--- config.mk ---
export PLATFORM = sky130hd
export DESIGN_NAME = hsb_to_rgb_color_convert_core_flat
export DESIGN_NICKNAME = d
export VERILOG_FILES = /design/src/rtl/hsb2rgb_pkg.sv /design/src/rtl/hsb2rgb_if.sv /design/src/rtl/hsb_to_rgb_color_convert_core.sv /design/src/rtl/hsb2rgb_fs_div.sv /design/src/flat_wrapper.sv
export SDC_FILE = /design/constraint.sdc
export NUM_CORES = 2
export LEC_CHECK = 0
export ABC_AREA = 1
export CAP_MARGIN = 15
export CORE_UTILIZATION = 28
export DETAILED_ROUTE_END_ITERATION = 6
export DONT_BUFFER_PORTS = 1
export GPL_TIMING_DRIVEN = 0
export PLACE_DENSITY = 0.43
export SLEW_MARGIN = 30
export SYNTH_ARGS = -nofsm -noshare
export SYNTH_HDL_FRONTEND = slang
export SYNTH_SLANG_ARGS = --single-unit
export TNS_END_PERCENT = 20
--- constraint.sdc ---
create_clock -name clk -period 16.29 [get_ports clk]
set_input_delay 1.629 -clock clk [delete_from_list [all_inputs] [get_ports clk]]
set_output_delay 1.629 -clock clk [all_outputs]
set_load 0.02 [all_outputs]
--- src/rtl/hsb2rgb_pkg.sv ---
// Shared constants and types for the HSB to RGB color converter.
package hsb2rgb_pkg;

	localparam int COMP_BITS = 16;
	localparam int PROD_BITS = 2 * COMP_BITS;
	localparam int HUE6_BITS = COMP_BITS + 3;

	typedef logic [COMP_BITS-1:0] comp_t;
	typedef logic [PROD_BITS-1:0] prod_t;
	typedef logic [2:0]           sector_t;

	// All-ones code stands for 1.0.
	localparam comp_t FULL_SCALE = {COMP_BITS{1'b1}};

	localparam logic COLOR_KIND_RGB = 1'b0;
	localparam logic COLOR_KIND_HSB = 1'b1;

	localparam sector_t SECTOR_0 = 3'd0;
	localparam sector_t SECTOR_1 = 3'd1;
	localparam sector_t SECTOR_2 = 3'd2;
	localparam sector_t SECTOR_3 = 3'd3;
	localparam sector_t SECTOR_4 = 3'd4;
	localparam sector_t SECTOR_5 = 3'd5;

endpackage

--- src/rtl/hsb2rgb_if.sv ---
// Handshake interfaces for the color input channel and the RGB result channel.
interface hsb2rgb_color_if;
	logic                 valid;
	logic                 ready;
	logic                 color_kind;
	hsb2rgb_pkg::comp_t   comp_first;
	hsb2rgb_pkg::comp_t   comp_second;
	hsb2rgb_pkg::comp_t   comp_third;

	modport source (output valid, output color_kind, output comp_first,
		output comp_second, output comp_third, input ready);
	modport sink (input valid, input color_kind, input comp_first,
		input comp_second, input comp_third, output ready);
endinterface

interface hsb2rgb_rgb_if;
	logic                 valid;
	logic                 ready;
	hsb2rgb_pkg::comp_t   red_out;
	hsb2rgb_pkg::comp_t   green_out;
	hsb2rgb_pkg::comp_t   blue_out;

	modport source (output valid, output red_out, output green_out,
		output blue_out, input ready);
	modport sink (input valid, input red_out, input green_out,
		input blue_out, output ready);
endinterface

--- src/rtl/hsb_to_rgb_color_convert_core.sv ---
// Top level of the HSB to RGB color converter: a four-stage pipeline.
//
//   channel | direction | payload                                       | handshake
//   hsb     | in        | color_kind, comp_first, comp_second, comp_third | valid/ready
//   rgb     | out       | red_out, green_out, blue_out                    | valid/ready
//
// One item enters per clock cycle while no stall on rgb backs up to hsb. Its result
// passes through the stage registers one to four and shows on rgb from the last.
// The throughput of one item per cycle is set by the pipeline itself. The multiplies
// are spread out: the p product in stage one, sf and snf in stage two, q and t in three.
// Reset (arst_n low) clears the stage valid bits only; payload registers are not reset.
// A stall on rgb holds the output register; each stage keeps accepting while the
// stage after it is empty or moving, so bubbles close up and nothing is lost or repeated.
module hsb_to_rgb_color_convert_core (
	input  logic                 clk,
	input  logic                 arst_n,
	hsb2rgb_color_if.sink        hsb,
	hsb2rgb_rgb_if.source        rgb
);

	// Stage enables: a stage loads when it is empty or its contents move on.
	logic en_s1, en_s2, en_s3, en_s4;
	logic vld_s1, vld_s2, vld_s3, vld_s4;

	assign en_s4 = !vld_s4 || rgb.ready;
	assign en_s3 = !vld_s3 || en_s4;
	assign en_s2 = !vld_s2 || en_s3;
	assign en_s1 = !vld_s1 || en_s2;
	assign hsb.ready = en_s1;

	always_ff @(posedge clk or negedge arst_n) begin
		if (!arst_n) begin
			vld_s1 <= 1'b0;
			vld_s2 <= 1'b0;
			vld_s3 <= 1'b0;
			vld_s4 <= 1'b0;
		end else begin
			if (en_s1) begin
				vld_s1 <= hsb.valid;
			end
			if (en_s2) begin
				vld_s2 <= vld_s1;
			end
			if (en_s3) begin
				vld_s3 <= vld_s2;
			end
			if (en_s4) begin
				vld_s4 <= vld_s3;
			end
		end
	end

	// Stage 1: hue times six splits into a sector and a fraction, and the
	// product behind p, brightness times (1.0 - saturation), is formed.
	logic [hsb2rgb_pkg::HUE6_BITS-1:0] hue6;
	assign hue6 = {1'b0, hsb.comp_first, 2'b00} + {2'b00, hsb.comp_first, 1'b0};

	logic                 kind_s1, zero_s1;
	hsb2rgb_pkg::comp_t   first_s1, sat_s1, bri_s1, frac_s1;
	hsb2rgb_pkg::sector_t sector_s1;
	hsb2rgb_pkg::prod_t   pprod_s1;

	always_ff @(posedge clk) begin
		if (en_s1) begin
			kind_s1   <= hsb.color_kind;
			zero_s1   <= (hsb.comp_second == '0);
			first_s1  <= hsb.comp_first;
			sat_s1    <= hsb.comp_second;
			bri_s1    <= hsb.comp_third;
			sector_s1 <= hue6[hsb2rgb_pkg::HUE6_BITS-1:hsb2rgb_pkg::COMP_BITS];
			frac_s1   <= hue6[hsb2rgb_pkg::COMP_BITS-1:0];
			pprod_s1  <= hsb2rgb_pkg::prod_t'(hsb.comp_third)
				* hsb2rgb_pkg::prod_t'(hsb2rgb_pkg::FULL_SCALE - hsb.comp_second);
		end
	end

	// Stage 2: saturation scaled by the fraction and by its complement,
	// both truncated, and p from its product.
	localparam int SNF_BITS = hsb2rgb_pkg::PROD_BITS + 1;

	logic [hsb2rgb_pkg::COMP_BITS:0] frac_cmp;
	hsb2rgb_pkg::prod_t              sf_prod;
	logic [SNF_BITS-1:0]             snf_prod;
	hsb2rgb_pkg::comp_t              p_val;

	assign frac_cmp = {1'b1, {hsb2rgb_pkg::COMP_BITS{1'b0}}} - {1'b0, frac_s1};
	assign sf_prod  = hsb2rgb_pkg::prod_t'(sat_s1) * hsb2rgb_pkg::prod_t'(frac_s1);
	assign snf_prod = SNF_BITS'(sat_s1) * SNF_BITS'(frac_cmp);

	hsb2rgb_fs_div u_div_p (
		.prod (pprod_s1),
		.quot (p_val)
	);

	logic                 kind_s2, zero_s2;
	hsb2rgb_pkg::comp_t   first_s2, sat_s2, bri_s2, p_s2, sf_s2, snf_s2;
	hsb2rgb_pkg::sector_t sector_s2;

	always_ff @(posedge clk) begin
		if (en_s2) begin
			kind_s2   <= kind_s1;
			zero_s2   <= zero_s1;
			first_s2  <= first_s1;
			sat_s2    <= sat_s1;
			bri_s2    <= bri_s1;
			sector_s2 <= sector_s1;
			p_s2      <= p_val;
			sf_s2     <= sf_prod[hsb2rgb_pkg::PROD_BITS-1:hsb2rgb_pkg::COMP_BITS];
			// The complement product never exceeds saturation times 2^N.
			snf_s2    <= snf_prod[hsb2rgb_pkg::PROD_BITS-1:hsb2rgb_pkg::COMP_BITS];
		end
	end

	// Stage 3: the products behind q and t.
	logic                 kind_s3, zero_s3;
	hsb2rgb_pkg::comp_t   first_s3, sat_s3, bri_s3, p_s3;
	hsb2rgb_pkg::sector_t sector_s3;
	hsb2rgb_pkg::prod_t   qprod_s3, tprod_s3;

	always_ff @(posedge clk) begin
		if (en_s3) begin
			kind_s3   <= kind_s2;
			zero_s3   <= zero_s2;
			first_s3  <= first_s2;
			sat_s3    <= sat_s2;
			bri_s3    <= bri_s2;
			sector_s3 <= sector_s2;
			p_s3      <= p_s2;
			qprod_s3  <= hsb2rgb_pkg::prod_t'(bri_s2)
				* hsb2rgb_pkg::prod_t'(hsb2rgb_pkg::FULL_SCALE - sf_s2);
			tprod_s3  <= hsb2rgb_pkg::prod_t'(bri_s2)
				* hsb2rgb_pkg::prod_t'(hsb2rgb_pkg::FULL_SCALE - snf_s2);
		end
	end

	// Stage 4: q and t, then the sector choice, into the output register.
	hsb2rgb_pkg::comp_t q_val, t_val;

	hsb2rgb_fs_div u_div_q (
		.prod (qprod_s3),
		.quot (q_val)
	);

	hsb2rgb_fs_div u_div_t (
		.prod (tprod_s3),
		.quot (t_val)
	);

	hsb2rgb_pkg::comp_t red_nx, green_nx, blue_nx;

	always_comb begin
		if (kind_s3 == hsb2rgb_pkg::COLOR_KIND_RGB) begin
			red_nx   = first_s3;
			green_nx = sat_s3;
			blue_nx  = bri_s3;
		end else if (zero_s3) begin
			// Zero saturation is gray at the brightness.
			red_nx   = bri_s3;
			green_nx = bri_s3;
			blue_nx  = bri_s3;
		end else begin
			case (sector_s3)
				hsb2rgb_pkg::SECTOR_0: begin
					red_nx = bri_s3; green_nx = t_val;  blue_nx = p_s3;
				end
				hsb2rgb_pkg::SECTOR_1: begin
					red_nx = q_val;  green_nx = bri_s3; blue_nx = p_s3;
				end
				hsb2rgb_pkg::SECTOR_2: begin
					red_nx = p_s3;   green_nx = bri_s3; blue_nx = t_val;
				end
				hsb2rgb_pkg::SECTOR_3: begin
					red_nx = p_s3;   green_nx = q_val;  blue_nx = bri_s3;
				end
				hsb2rgb_pkg::SECTOR_4: begin
					red_nx = t_val;  green_nx = p_s3;   blue_nx = bri_s3;
				end
				default: begin
					red_nx = bri_s3; green_nx = p_s3;   blue_nx = q_val;
				end
			endcase
		end
	end

	hsb2rgb_pkg::comp_t red_s4, green_s4, blue_s4;

	always_ff @(posedge clk) begin
		if (en_s4) begin
			red_s4   <= red_nx;
			green_s4 <= green_nx;
			blue_s4  <= blue_nx;
		end
	end

	assign rgb.valid     = vld_s4;
	assign rgb.red_out   = red_s4;
	assign rgb.green_out = green_s4;
	assign rgb.blue_out  = blue_s4;

endmodule

--- src/rtl/hsb2rgb_fs_div.sv ---
// Division of a product by the full-scale code (2^N - 1), truncating.
module hsb2rgb_fs_div (
	input  hsb2rgb_pkg::prod_t prod,
	output hsb2rgb_pkg::comp_t quot
);

	// For x below 2^(2N): floor(x / (2^N - 1)) = (y + (y >> N)) >> N with y = x + 1.
	logic [hsb2rgb_pkg::PROD_BITS:0] y;
	logic [hsb2rgb_pkg::PROD_BITS:0] sum;

	assign y    = {1'b0, prod} + {{hsb2rgb_pkg::PROD_BITS{1'b0}}, 1'b1};
	assign sum  = y + (y >> hsb2rgb_pkg::COMP_BITS);
	assign quot = sum[hsb2rgb_pkg::PROD_BITS-1:hsb2rgb_pkg::COMP_BITS];

endmodule

--- src/flat_wrapper.sv ---
// flat-port wrapper written by rule: the top's interface ports become plain ports
module hsb_to_rgb_color_convert_core_flat 
  (clk, arst_n, hsb_valid, hsb_color_kind, hsb_comp_first, hsb_comp_second, hsb_comp_third, hsb_ready, rgb_valid, rgb_red_out, rgb_green_out, rgb_blue_out, rgb_ready);
  hsb2rgb_color_if hsb_i ();
  hsb2rgb_rgb_if rgb_i ();
  input  logic clk;
  input  logic arst_n;
  input wire logic [$bits(hsb_i.valid)-1:0] hsb_valid;
  input wire logic [$bits(hsb_i.color_kind)-1:0] hsb_color_kind;
  input wire logic [$bits(hsb_i.comp_first)-1:0] hsb_comp_first;
  input wire logic [$bits(hsb_i.comp_second)-1:0] hsb_comp_second;
  input wire logic [$bits(hsb_i.comp_third)-1:0] hsb_comp_third;
  output wire logic [$bits(hsb_i.ready)-1:0] hsb_ready;
  output wire logic [$bits(rgb_i.valid)-1:0] rgb_valid;
  output wire logic [$bits(rgb_i.red_out)-1:0] rgb_red_out;
  output wire logic [$bits(rgb_i.green_out)-1:0] rgb_green_out;
  output wire logic [$bits(rgb_i.blue_out)-1:0] rgb_blue_out;
  input wire logic [$bits(rgb_i.ready)-1:0] rgb_ready;
  assign hsb_i.valid = hsb_valid;
  assign hsb_i.color_kind = hsb_color_kind;
  assign hsb_i.comp_first = hsb_comp_first;
  assign hsb_i.comp_second = hsb_comp_second;
  assign hsb_i.comp_third = hsb_comp_third;
  assign hsb_ready = hsb_i.ready;
  assign rgb_valid = rgb_i.valid;
  assign rgb_red_out = rgb_i.red_out;
  assign rgb_green_out = rgb_i.green_out;
  assign rgb_blue_out = rgb_i.blue_out;
  assign rgb_i.ready = rgb_ready;
  hsb_to_rgb_color_convert_core u_core (.clk(clk), .arst_n(arst_n), .hsb(hsb_i), .rgb(rgb_i));
endmodule
# Word-level counts from Yosys, hierarchy flattened
# Cells that the tools add are included.
dict set report totals {
  wordCells 76
  register_bits 387
  in_bits 53
}
dict set report classes {
  n_reduce_logical 14
  mux 9
  multipliers 5
  add_sub_neg 11
  eq_ne 4
}
# op count
set op_table {}
lappend op_table {{16-bit one-hot mux with 3 select lines} 3}
lappend op_table {{32-bit by 1-bit adder with 33-bit output, second input constant} 3}
lappend op_table {{32-bit by 17-bit adder with 32-bit output} 3}
lappend op_table {{16-bit by 32-bit multiplier with 32-bit output} 3}
lappend op_table {{16-bit two-way mux} 6}
lappend op_table {{16-bit by 16-bit subtractor with 17-bit output, first input constant} 3}
lappend op_table {{16-bit by 16-bit multiplier with 32-bit output} 1}
lappend op_table {{16-bit by 17-bit multiplier with 32-bit output} 1}
lappend op_table {{18-bit by 17-bit adder with 19-bit output} 1}
lappend op_table {{17-bit by 16-bit subtractor with 17-bit output, first input constant} 1}
lappend op_table {{16-bit logical NOT} 1}
lappend op_table {{2-bit OR reduction} 4}
lappend op_table {{3-bit by 2-bit equality test with 1-bit output, second input constant} 2}
lappend op_table {{1-bit logical NOT} 4}
lappend op_table {{1-bit logical OR} 4}
lappend op_table {{3-bit by 1-bit equality test with 1-bit output, second input constant} 1}
lappend op_table {{3-bit equality test, second input constant} 1}
lappend op_table {{3-bit logical NOT} 1}

# Depth between registers and ports, before layout
dict set report logic_depth {
  ltp_word 5
  mapped_depth 35
  mapped_depth_nobuf 33
}

# Hierarchy
# From an unflattened synthesis, not the netlist that was laid out.
dict set report hier_totals {
  cells_unflattened 8260
  area_unflattened_um2 65280.1
}
# mod area_per_inst_um2 n_inst cells_each seq_area_each_um2
set by_module_without_submodules {}
lappend by_module_without_submodules {hsb_to_rgb_color_convert_core 58024.4 1 6820 11541.1}
lappend by_module_without_submodules {hsb2rgb_fs_div 2418.6 3 480 0.0}

# Worst setup path after synthesis
# No wires, ideal clock.
dict set report synth_timing {
  path_type {in2out}
  start {input port rgb_ready}
  end {output port hsb_ready}
  path_stages 6
  slack_ns 6.726
  t_required_ns 14.661
  arrival_ns 7.935
  path_cell_list {nor2_1 inv_1 nor2_1 inv_1 nor2_1 nand2_1}
}
dict set report synth_between {
  elab_chain_len 4
}
# item line_no
set synth_lines {}
lappend synth_lines {{start, declared} flat_wrapper.sv:18} ;# input wire logic [$bits(rgb_i.ready)-1:0] rgb_ready;
lappend synth_lines {{1-bit logical OR} hsb_to_rgb_color_convert_core.sv:25} ;# assign en_s4 = !vld_s4 || rgb.ready;
lappend synth_lines {{named net u_core.en_s4} hsb_to_rgb_color_convert_core.sv:22} ;# logic en_s1, en_s2, en_s3, en_s4;
lappend synth_lines {{1-bit logical OR} hsb_to_rgb_color_convert_core.sv:26} ;# assign en_s3 = !vld_s3 || en_s4;
lappend synth_lines {{named net u_core.en_s3} hsb_to_rgb_color_convert_core.sv:22}
lappend synth_lines {{1-bit logical OR} hsb_to_rgb_color_convert_core.sv:27} ;# assign en_s2 = !vld_s2 || en_s3;
lappend synth_lines {{1-bit logical OR} hsb_to_rgb_color_convert_core.sv:28} ;# assign en_s1 = !vld_s1 || en_s2;
lappend synth_lines {{end, declared} flat_wrapper.sv:13} ;# output wire logic [$bits(hsb_i.ready)-1:0] hsb_ready;
# The timed path passes the listed nets, and every way through them passes these cells.

# Worst setup path after layout
dict set report layout_timing {
  start {register u_core.frac_s1[2]}
  end {register u_core.snf_s2[6], data pin}
}
dict set report layout_between {
  elab_chain_len 2
}
# item line_no
set layout_lines {}
lappend layout_lines {{start, declared} hsb_to_rgb_color_convert_core.sv:59} ;# hsb2rgb_pkg::comp_t first_s1, sat_s1, bri_s1, frac_s1;
lappend layout_lines {{start signal, assigned} hsb_to_rgb_color_convert_core.sv:71} ;# frac_s1 <= hue6[hsb2rgb_pkg::COMP_BITS-1:0];
lappend layout_lines {{17-bit by 16-bit subtractor with 17-bit output} hsb_to_rgb_color_convert_core.sv:86} ;# assign frac_cmp = {1'b1, {hsb2rgb_pkg::COMP_BITS{1'b0}}} - {1'b0, frac_s1};
lappend layout_lines {{16-bit by 17-bit multiplier with 32-bit output} hsb_to_rgb_color_convert_core.sv:88} ;# assign snf_prod = SNF_BITS'(sat_s1) * SNF_BITS'(frac_cmp);
lappend layout_lines {{named net u_core.snf_prod[22]} hsb_to_rgb_color_convert_core.sv:83} ;# logic [SNF_BITS-1:0] snf_prod;
lappend layout_lines {{end signal, assigned} hsb_to_rgb_color_convert_core.sv:110} ;# snf_s2 <= snf_prod[hsb2rgb_pkg::PROD_BITS-1:hsb2rgb_pkg::COMP_BITS];
lappend layout_lines {{end, declared} hsb_to_rgb_color_convert_core.sv:96} ;# hsb2rgb_pkg::comp_t first_s2, sat_s2, bri_s2, p_s2, sf_s2, snf_s2;
# The timed path passes the listed nets, and every way through them passes these cells.
# A chain may end at the register's enable or synchronous reset.

==> qor.yml <==
run_status:
  status: "complete, no violations"
critical_path:
  worst_ep_required_time_ns: 16.67
  crit_arrival_ns: 8.86
  slowest_delay_ns: 0.58
  worst_setup_start_kind: "register"
  timing.setup.critical_path_class: "register to register"
  cp_slowest_cell: "sky130_fd_sc_hd__clkbuf_1"
  reg2reg_slack_ns: 7.80
  critical_path_end: "u_core.snf_s2[6]$_DFFE_PP_"
  setup.worst_path.start: "u_core.frac_s1[2]$_DFFE_PP_"
  r2r.worst_path.cells: 31
  worstSetupEndpointType: "register"
  maximum_net_fanout_on_the_critical_path: 10
  reg2reg_from: "u_core.frac_s1[2]$_DFFE_PP_"
  regToRegEndpoint: "u_core.snf_s2[6]$_DFFE_PP_"
min_path:
  hold_path_class: "register to register"
clocking:
  tritoncts_clock_tree: "built"
  cts_max_path_buffers: 3
  cts.sinks: 385
  numCtsBuffers: 48
  cts.hold.buffers_added: 0
  worst_skew_pair.late_latency_ns: 0.64
  h-tree-depth: 2
  worst_setup_hold_path_clk_slew_ns: 0.07
  postCtsSetupRepairBufs: 0
  clockRootBuffer: "sky130_fd_sc_hd__clkbuf_16"
  cts.repair.resized: 0
finish:
  fraction_of_final_layout_cells_sized_beyond_drive_strength_1: 0.0304
  final_layout_fill_cell_count: 23300
  biggestRegsByFlops: "u_core.pprod_s1 (32), u_core.qprod_s3 (32), u_core.tprod_s3 (32)"
  layout.cell_area.non_filler_sq_mm: 0.0665
  num-nets-final: 8924
  syn2layout_area_growth_pct: 8.87
synthesis:
  post-synth-top-count-cell: "sky130_fd_sc_hd__nand2_1"
  synth_warnings: 0
  ys_ff_latch: 385
  postSynthCellCount: 7277
  syn-mean-instance-area_sq_um: 8.40
  synthArstFlopShare: 0.0104
  synth.distinct_cells: 60
  synth_top_area_share: 0.313
  count_of_flip_flops_with_a_built_in_enable_after_synthesis: 381
  synth.yosys.seq_area_share: 0.189
  ys.flop_type: "sky130_fd_sc_hd__edfxtp_1"
  synth_area_leader_cell: "sky130_fd_sc_hd__fa_1"
  post_synth_instance_area_sq_mm: 0.0611
  synthesis.nets: 8867
  synth_commonest_cells: "sky130_fd_sc_hd__nand2_1, sky130_fd_sc_hd__inv_1, sky130_fd_sc_hd__fa_1, sky130_fd_sc_hd__nor2_1, sky130_fd_sc_hd__ha_1"
  most_area_consuming_cells_after_synthesis: "sky130_fd_sc_hd__fa_1, sky130_fd_sc_hd__edfxtp_1, sky130_fd_sc_hd__ha_1"
sta:
  top_achievable_clock_speed_mhz: 118
  relSlewSlack: 0.336
  layout_setup_ws_ns: 7.80
  fin_skew_ns: 0.0368
  setup-tns-final_ns: 0
  final_hold_vios: 0
  tightestPinTransition_ns: 0.995
  report.final.setup_viol: 0
  finalWorstPathRequiredPeriod_ns: 8.49
  timing.final.max_slew_violations: 0
  grt_setup_unrepaired: "false"
  final_worst_path_period_share: 0.521
grt:
  grt.overflow.total: 0
  grt_use_total: 0.193
  antenna_found_initial: 12
  grt_start_max_net_pins: 90
  grt_pass1_vias: 49900
  grt_pass1_wl_um: 318000
drt:
  wire_per_inst_um: 20.6
  totalWireLength_um: 211000
  drc_errors: 0
  antenna_left: 0
  viasPerCell: 4.62
  first_iter_violations: 3177
  drt_pre_antenna_iters: 6
  route.vias.total: 47300
placement:
  pre_cts_ws_ns: 7.81
  detailed_place.area_sq_mm: 0.0649
  io_buffer_count: 0
  place_congestion: 0.910
  dpl.hpwl_um: 178000
die:
  fp.dieArea_sq_mm: 0.220
  ioPinCount: 103
  start_util: 0.282
  core_region_area_sq_mm: 0.217
  chipHeight_um: 469
  rows: 171
  x_dimension_of_the_die_um: 469
flow_run:
  max-cap-violations: 0
## placed cells by master (no fill, tap or decap), drive strengths merged, types with 21 or more instances in the layout
cell type  count
nand2       1663
inv         1637
fa           955
nor2         747
ha           582
edfxtp       381
a21oi        279
clkbuf       252
nand3        198
xor2         161
o21ai        124
xnor2         58
nand4         49
nor3          44
clkinv        35
buf           28
o211ai        25
nor4          21
## worst min path at each step
stage,depth (start not counted),to,slack [ns],from
finish,0,u_core.p_s3[9]$_DFFE_PP_,0.41,u_core.p_s2[9]$_DFFE_PP_
global route,0,u_core.p_s3[9]$_DFFE_PP_,0.41,u_core.p_s2[9]$_DFFE_PP_
CTS,0,u_core.p_s3[9]$_DFFE_PP_,0.41,u_core.p_s2[9]$_DFFE_PP_
detailed placement,0,u_core.bri_s2[13]$_DFFE_PP_,0.40,u_core.bri_s1[13]$_DFFE_PP_
global placement,0,u_core.first_s2[3]$_DFFE_PP_,0.40,u_core.first_s1[3]$_DFFE_PP_
floorplan,0,u_core.bri_s2[0]$_DFFE_PP_,0.40,u_core.bri_s1[0]$_DFFE_PP_
## layout make-up
type                            count  area (sq um)  area share
Sequential cell                   385         11500       0.173
Clock inverter                     28           372     0.00559
Tap cell                         2854          3570      0.0537
Timing Repair Buffer                7           149     0.00224
Clock buffer                       59          1270      0.0191
Antenna cell                        7          17.5    0.000263
Multi-Input combinational cell   5024         42600       0.640
Buffer                            214           818      0.0123
Inverter                         1654          6230      0.0936
## metrics by stage
stage,instances,hold slack (ns),utilization
2_1_floorplan,7277,0.400,-
3_3_place_gp,10100,0.403,0.298
3_5_place_dp,10100,0.405,0.299
4_1_cts,10200,0.411,0.307
5_1_grt,10200,0.411,0.307
6_report,10200,0.405,0.307
## routing by layer
layer | wire [um] | global-route usage | vias up
met3 | 11800 | 0.0228 | 171
met5 | 13 | 0 | -
met4 | 3810 | 0.0359 | 2
li1 | - | - | 22300
met1 | 96400 | 0.267 | 23700
met2 | 98500 | 0.325 | 1137
## logic make-up after synthesis
| family | after synthesis | synth area share |
|---|---|---|
| AOI/OAI and AO/OA | 524 | 0.0481 |
| and+or+nand+nor | 2744 | 0.184 |
| DFF | 385 | 0.189 |
| xor gates and xnor gates | 219 | 0.0319 |
| adders and majority gates | 1537 | 0.432 |
| buffers and inverters | 1868 | 0.115 |
## worst max-delay path: cells and delay by family, from the launching register on
family	cells	cell delay [ns]
XOR/XNOR	1	0.40
flip-flops	1	0.32
buffers and inverters	9	1.99
AO/OA/AOI/OAI	4	0.69
adder cells (fa/ha/maj)	8	3.67
AND/OR/NAND/NOR	9	1.18
Power is not shown: default switching activity piles up to over one toggle a cycle in this logic, so the estimate is an artifact.
